$ cat config.mk
export PLATFORM = sky130hd
export DESIGN_NAME = sobel_ctrl
export DESIGN_NICKNAME = d
export VERILOG_FILES = /design/src/rtl/core/assert_macros.svh /design/src/rtl/core/sobel_pkg.sv /design/src/rtl/core/sobel_ctrl.sv
export SDC_FILE = /design/constraint.sdc
export NUM_CORES = 1
export LEC_CHECK = 0
export BUFFER_PORTS_ARGS = -buffer_cell sky130_fd_sc_hd__clkbuf_2
export CAP_MARGIN = 20
export CORE_AREA = 2 2 39 41
export CTS_CLUSTER_DIAMETER = 60
export DETAILED_ROUTE_END_ITERATION = 8
export DIE_AREA = 0 0 41 43
export SLEW_MARGIN = 20
export SYNTH_ARGS = -nofsm -noshare
export SYNTH_HDL_FRONTEND = slang
export SYNTH_SLANG_ARGS = --single-unit
$ cat constraint.sdc
create_clock -name i_clk -period 1.8 [get_ports i_clk]
set_input_delay 0.18 -clock i_clk [delete_from_list [all_inputs] [get_ports i_clk]]
set_output_delay 0.18 -clock i_clk [all_outputs]
set_load 0.02 [all_outputs]
$ cat src/rtl/core/assert_macros.svh
// Assertion macros for the RTL file that carries checks, the top level.
// No dependencies; include by bare file name.
`ifndef ASSERT_MACROS_SVH
`define ASSERT_MACROS_SVH

// same-cycle implication on i_clk, disabled in reset
`define AST_IMP(label, ante, cons) \
    label: assert property (@(posedge i_clk) disable iff (!i_rst_n) (ante) |-> (cons)) \
        else $error("implication check failed");

// next-cycle implication on i_clk, disabled in reset
`define AST_NXT(label, ante, cons) \
    label: assert property (@(posedge i_clk) disable iff (!i_rst_n) (ante) |=> (cons)) \
        else $error("next-cycle check failed");

`endif

$ cat src/rtl/core/sobel_pkg.sv
// Shared types, constants and the arctangent table for the Sobel block.
// No dependencies.
package sobel_pkg;

    localparam int MAX_WIDTH = 1024;
    localparam int COL_W     = $clog2(MAX_WIDTH);
    localparam int LW_W      = 11;
    localparam int ITER_N    = 30;
    localparam int IT_W      = $clog2(ITER_N);
    localparam int SQ_N      = 11;
    localparam int CW        = 38;
    localparam int ZW        = 35;
    localparam logic [ZW-1:0] PI_Q30      = 35'd3373259426;
    localparam logic [14:0]   PI_Q12      = 15'd12868;
    localparam logic [14:0]   HALF_PI_Q12 = 15'd6434;
    localparam logic [LW_W-1:0] LW_RESET  = 11'd640;
    localparam logic [1:0]    REG_LINE_WIDTH = 2'd0;

    typedef enum logic [3:0] {
        ST_IDLE, ST_READ, ST_LOAD, ST_GRAD, ST_SQR, ST_INIT,
        ST_ITER, ST_PUSH, ST_SHIFT, ST_REPL
    } t_state;

    typedef struct packed {
        logic capture;
        logic rd;
        logic load;
        logic shift;
        logic repl;
        logic grad;
        logic sqr;
        logic init;
        logic iter;
        logic push;
        logic mark_last;
    } t_cmd;

    typedef struct packed {
        logic drop;
        logic active;
        logic col0;
        logic last;
        logic iter_last;
        logic iter_done;
        logic out_busy;
    } t_sts;

    function automatic logic [31:0] atan_q30(input logic [IT_W-1:0] i);
        logic [31:0] v;
        case (i)
            5'd0:    v = 32'd843314856;
            5'd1:    v = 32'd497837829;
            5'd2:    v = 32'd263043836;
            5'd3:    v = 32'd133525158;
            5'd4:    v = 32'd67021686;
            5'd5:    v = 32'd33543515;
            5'd6:    v = 32'd16775850;
            5'd7:    v = 32'd8388437;
            5'd8:    v = 32'd4194282;
            5'd9:    v = 32'd2097149;
            default: v = (32'd1 << (5'd30 - i)) - 32'd1;
        endcase
        return v;
    endfunction

endpackage

$ cat src/rtl/core/sobel_ctrl.sv
// Sequencer for the Sobel block: steps each item through read, window update
// and up to two result computations. Depends on sobel_pkg.
module sobel_ctrl (
    input  logic              i_clk,
    input  logic              i_rst_n,
    input  logic              i_valid,
    input  sobel_pkg::t_sts   i_sts,
    output sobel_pkg::t_cmd   o_cmd,
    output logic              o_idle
);

    sobel_pkg::t_state r_state, n_state;
    logic r_second, n_second;
    logic r_emit_b, n_emit_b;

    always_ff @(posedge i_clk) begin
        if (!i_rst_n) begin
            r_state  <= sobel_pkg::ST_IDLE;
            r_second <= 1'b0;
            r_emit_b <= 1'b0;
        end else begin
            r_state  <= n_state;
            r_second <= n_second;
            r_emit_b <= n_emit_b;
        end
    end

    always_comb begin
        n_state  = r_state;
        n_second = r_second;
        n_emit_b = r_emit_b;
        case (r_state)
            sobel_pkg::ST_IDLE: begin
                if (i_valid) n_state = sobel_pkg::ST_READ;
            end
            sobel_pkg::ST_READ: begin
                n_state = i_sts.drop ? sobel_pkg::ST_IDLE : sobel_pkg::ST_LOAD;
            end
            sobel_pkg::ST_LOAD: begin
                n_emit_b = i_sts.active && i_sts.last;
                n_second = 1'b0;
                if (i_sts.active && !i_sts.col0) begin
                    n_state = sobel_pkg::ST_GRAD;
                end else if (i_sts.active && i_sts.last) begin
                    n_state = sobel_pkg::ST_REPL;
                end else begin
                    n_state = sobel_pkg::ST_IDLE;
                end
            end
            sobel_pkg::ST_GRAD: n_state = sobel_pkg::ST_SQR;
            sobel_pkg::ST_SQR:  n_state = sobel_pkg::ST_INIT;
            sobel_pkg::ST_INIT: n_state = sobel_pkg::ST_ITER;
            sobel_pkg::ST_ITER: begin
                if (i_sts.iter_last) n_state = sobel_pkg::ST_PUSH;
            end
            sobel_pkg::ST_PUSH: begin
                if (!i_sts.out_busy) begin
                    n_state = r_second ? sobel_pkg::ST_IDLE : sobel_pkg::ST_SHIFT;
                end
            end
            sobel_pkg::ST_SHIFT: begin
                n_state = r_emit_b ? sobel_pkg::ST_REPL : sobel_pkg::ST_IDLE;
            end
            sobel_pkg::ST_REPL: begin
                n_second = 1'b1;
                n_state  = sobel_pkg::ST_GRAD;
            end
            default: n_state = sobel_pkg::ST_IDLE;
        endcase
    end

    always_comb begin
        o_cmd  = '0;
        o_idle = 1'b0;
        case (r_state)
            sobel_pkg::ST_IDLE: begin
                o_idle        = 1'b1;
                o_cmd.capture = i_valid;
            end
            sobel_pkg::ST_READ:  o_cmd.rd    = !i_sts.drop;
            sobel_pkg::ST_LOAD:  o_cmd.load  = 1'b1;
            sobel_pkg::ST_GRAD:  o_cmd.grad  = 1'b1;
            sobel_pkg::ST_SQR:   o_cmd.sqr   = 1'b1;
            sobel_pkg::ST_INIT:  o_cmd.init  = 1'b1;
            sobel_pkg::ST_ITER:  o_cmd.iter  = 1'b1;
            sobel_pkg::ST_PUSH: begin
                o_cmd.push      = !i_sts.out_busy;
                o_cmd.mark_last = r_second;
            end
            sobel_pkg::ST_SHIFT: o_cmd.shift = 1'b1;
            sobel_pkg::ST_REPL:  o_cmd.repl  = 1'b1;
            default: o_cmd = '0;
        endcase
    end

endmodule

==> flow_metrics.env <==
export IMPL_outcome="complete, no violations"
export IMPL_min_period_over_period=0.922
export IMPL_reg2reg_depth=4
export IMPL_numCtsBuffers=3
export IMPL_dp_slack_ns=0.288
export IMPL_start_util=0.337
export IMPL_vias=504
export IMPL_ys_seq_area_frac=0.257
export IMPL_rows=14
export IMPL_r2r_end="r_state[3]"
export IMPL_placed_area_um2=568
export IMPL_die_w_um=41
export IMPL_leakagePower_nw=0.255
export IMPL_drtAntennaViolNets=0
export IMPL_nNetsFinal=92
export IMPL_peakVddDrop_mv=0.303
export IMPL_yosysWarnings=0
export IMPL_synth_flop_cell="dfxtp_1"
export IMPL_die_area_um2=1760
export IMPL_critPathKind="reg -> out"
export IMPL_drt_pre_antenna_iters=4
export IMPL_instances_no_fill=96
export IMPL_swShare=0.301
export IMPL_routed_wl_mm=1.12
export IMPL_fin_ws_ns=0.140
export IMPL_die_y_um=43
export IMPL_cap_violations=0
export IMPL_holdWs_ns=0.220
export IMPL_grt_pass1_wl_mm=1.89
export IMPL_rrSetupSlack_ns=0.34
export IMPL_n_antenna_cell=0
export IMPL_grtUsageMet2=0.238
export IMPL_async_reset_ff_frac=0
export IMPL_overflow=0
export IMPL_max_slew_margin=0.802
export IMPL_fillCellCount=148
export IMPL_p_per_area_nw_per_um2=613
export IMPL_final_area_um2=592
export IMPL_fin_setup_tns_ns=0
export IMPL_drtIter0Drc=16
export IMPL_yosys_cell_types_count=33
export IMPL_hold_start="i_sts[0]"
export IMPL_wl_per_cell_um=11.7
export IMPL_arrival_ns=1.48
export IMPL_syn_area_um2=467
export IMPL_clockBufferDepth=2
export IMPL_reg2reg_from="r_state[0]"
export IMPL_max_freq_mhz=602
export IMPL_cp_end_kind="output port"
export IMPL_ioPinCount=22
export IMPL_vias_per_cell=5.25
export IMPL_syn_inst=60
export IMPL_drc=0
export IMPL_worst_pin_slew_ns=0.295
export IMPL_power_frac_comb=0.252
export IMPL_finalHoldViolCount=0
export IMPL_finish_utilization=0.428
export IMPL_cts_max_level=1
export IMPL_fp_coreArea_um2=1380
export IMPL_finClkSkew_ns=0.00313
export IMPL_worstPathRequired_ns=1.62
export IMPL_synth_nets=70
export IMPL_power_internal_mw=0.254
export IMPL_clock_sinks=6
export IMPL_hold_depth=3
export IMPL_use_met1=0.173
export IMPL_p_switching_mw=0.109
export IMPL_rsz0062_at_grt="no"
export IMPL_layout_drive_gt1_share=0.413
export IMPL_cp_start_kind="flip-flop"
export IMPL_met3_usage=0.0995
export IMPL_pwr_share_seq=0.406
export IMPL_cts_root_buf="clkbuf_4"
export IMPL_drv_slew=0
export IMPL_grt_total_usage=0.159
export IMPL_min_path_type="in -> reg"
export IMPL_finalPower_mw=0.363
export IMPL_placed_cells=93
export IMPL_cts_tree="built"
export IMPL_path_max_fanout=9
export IMPL_syn_mean_instance_area_um2=7.78
export IMPL_clk_pin_slew_ns=0.04
export IMPL_syn2layout_area_growth_pct=26.8
export IMPL_min_to="r_state[0]"
export IMPL_grt_pass1_vias=469
export IMPL_routabilityCongestion=0.787
export IMPL_antenna_found_initial=0
export IMPL_synth_edf_count=0
export IMPL_finalCriticalPeriod_ns=1.66
export IMPL_synth_seq_cells=6
export IMPL_clock_latency_ns=0.25
export IMPL_setup_viol=0
export IMPL_dpl_hpwl_um=881
export IMPL_grt_busiest_layer="met2"
export IMPL_portBuffers=20
export IMPL_grt_start_max_net_pins=13
export IMPL_power_frac_clock=0.342
## sequential cells by signal, indices dropped and copies added (netlist names)
signal and count:
r_emit_b 1, r_state 4, r_second 1
## kinds of logic after synthesis
kind of cell / Yosys count / share of synthesized area
AND/OR/NAND/NOR: 33 / 0.456
flip-flops: 6 / 0.257
buffers and inverters: 9 / 0.113
AO/OA/AOI/OAI: 12 / 0.174
## power groups by stage
stage / Clock, mW / Combinational, mW / Sequential, mW
4_1_cts: 0.129 / 0.0920 / 0.147
6_report: 0.124 / 0.0916 / 0.147
3_5_place_dp: 0 / 0.0915 / 0.149
3_3_place_gp: 0 / 0.0910 / 0.149
2_1_floorplan: 0 / 0.0643 / 0.145
5_1_grt: 0.139 / 0.0990 / 0.148
## cell usage after synthesis (all sizes together) (2+ instances only)
cell,count,area share
nor2,4,0.032
nand2,2,0.016
a21oi,3,0.032
dfxtp,6,0.26
buf,4,0.072
nor2b,2,0.027
nand2b,5,0.083
nand3,2,0.021
and2,2,0.027
inv,3,0.024
nor3,5,0.064
nor4,4,0.054
clkbuf,2,0.016
o21ai,2,0.021
a211oi,2,0.032
## metal layers
layer | part of all wire | vias up
met5 | 0 | -
met4 | 0.014 | 0
met3 | 0.044 | 2
met2 | 0.51 | 9
met1 | 0.43 | 237
li1 | - | 256
## layout by cell type, fill, tap and decap left out, drive strengths merged
cell	count
nor4	4
clkbuf	23
nor4b	1
and3	1
nand2b	5
inv	3
nand3	2
o21ai	2
a21oi	3
or2b	1
nor2b	2
buf	3
a211o	1
and4	1
or3	1
dfxtp	6
nand2	2
or2	1
a211oi	2
nor2	4
o31ai	1
and2	2
o22ai	1
o31a	1
nor3b	1
nor3	5
a221o	1
## critical path, cell delays in order, from the launching register on
cell      delay, ns
dfxtp_1        0.33
buf_4          0.16
or2b_1         0.27
nor2_1         0.24
clkbuf_2       0.23
## area by class of cell
| cell class | count | area, um2 | area share |
|---|---|---|---|
| clock buffers | 3 | 22.5 | 0.0381 |
| inverters | 3 | 11.3 | 0.0190 |
| multi-input cells | 45 | 294 | 0.497 |
| flip-flops and latches | 6 | 121 | 0.205 |
| well taps | 16 | 20.0 | 0.0338 |
| repair buffers | 23 | 123 | 0.207 |
## how the worst max path moves through the flow
stage	from	endpoint	slack, ns	cells after the start
floorplan	r_state[1]	o_cmd[10]	0.001	3
global placement	r_state[2]	r_state[3]	0.28	5
detailed placement	r_state[2]	r_state[3]	0.29	5
CTS	r_state[3]	o_cmd[6]	0.12	4
global route	r_state[3]	o_cmd[6]	0.04	4
finish	r_state[3]	o_cmd[6]	0.14	4
## timing repair
action | in CTS | in global routing
resized for setup | 0 | 1
setup endpoints to repair | 0 | 1
buffers inserted | 0 | 0
hold buffers | 0 | 0
No activity file was read; power rests on OpenSTA's default activity.
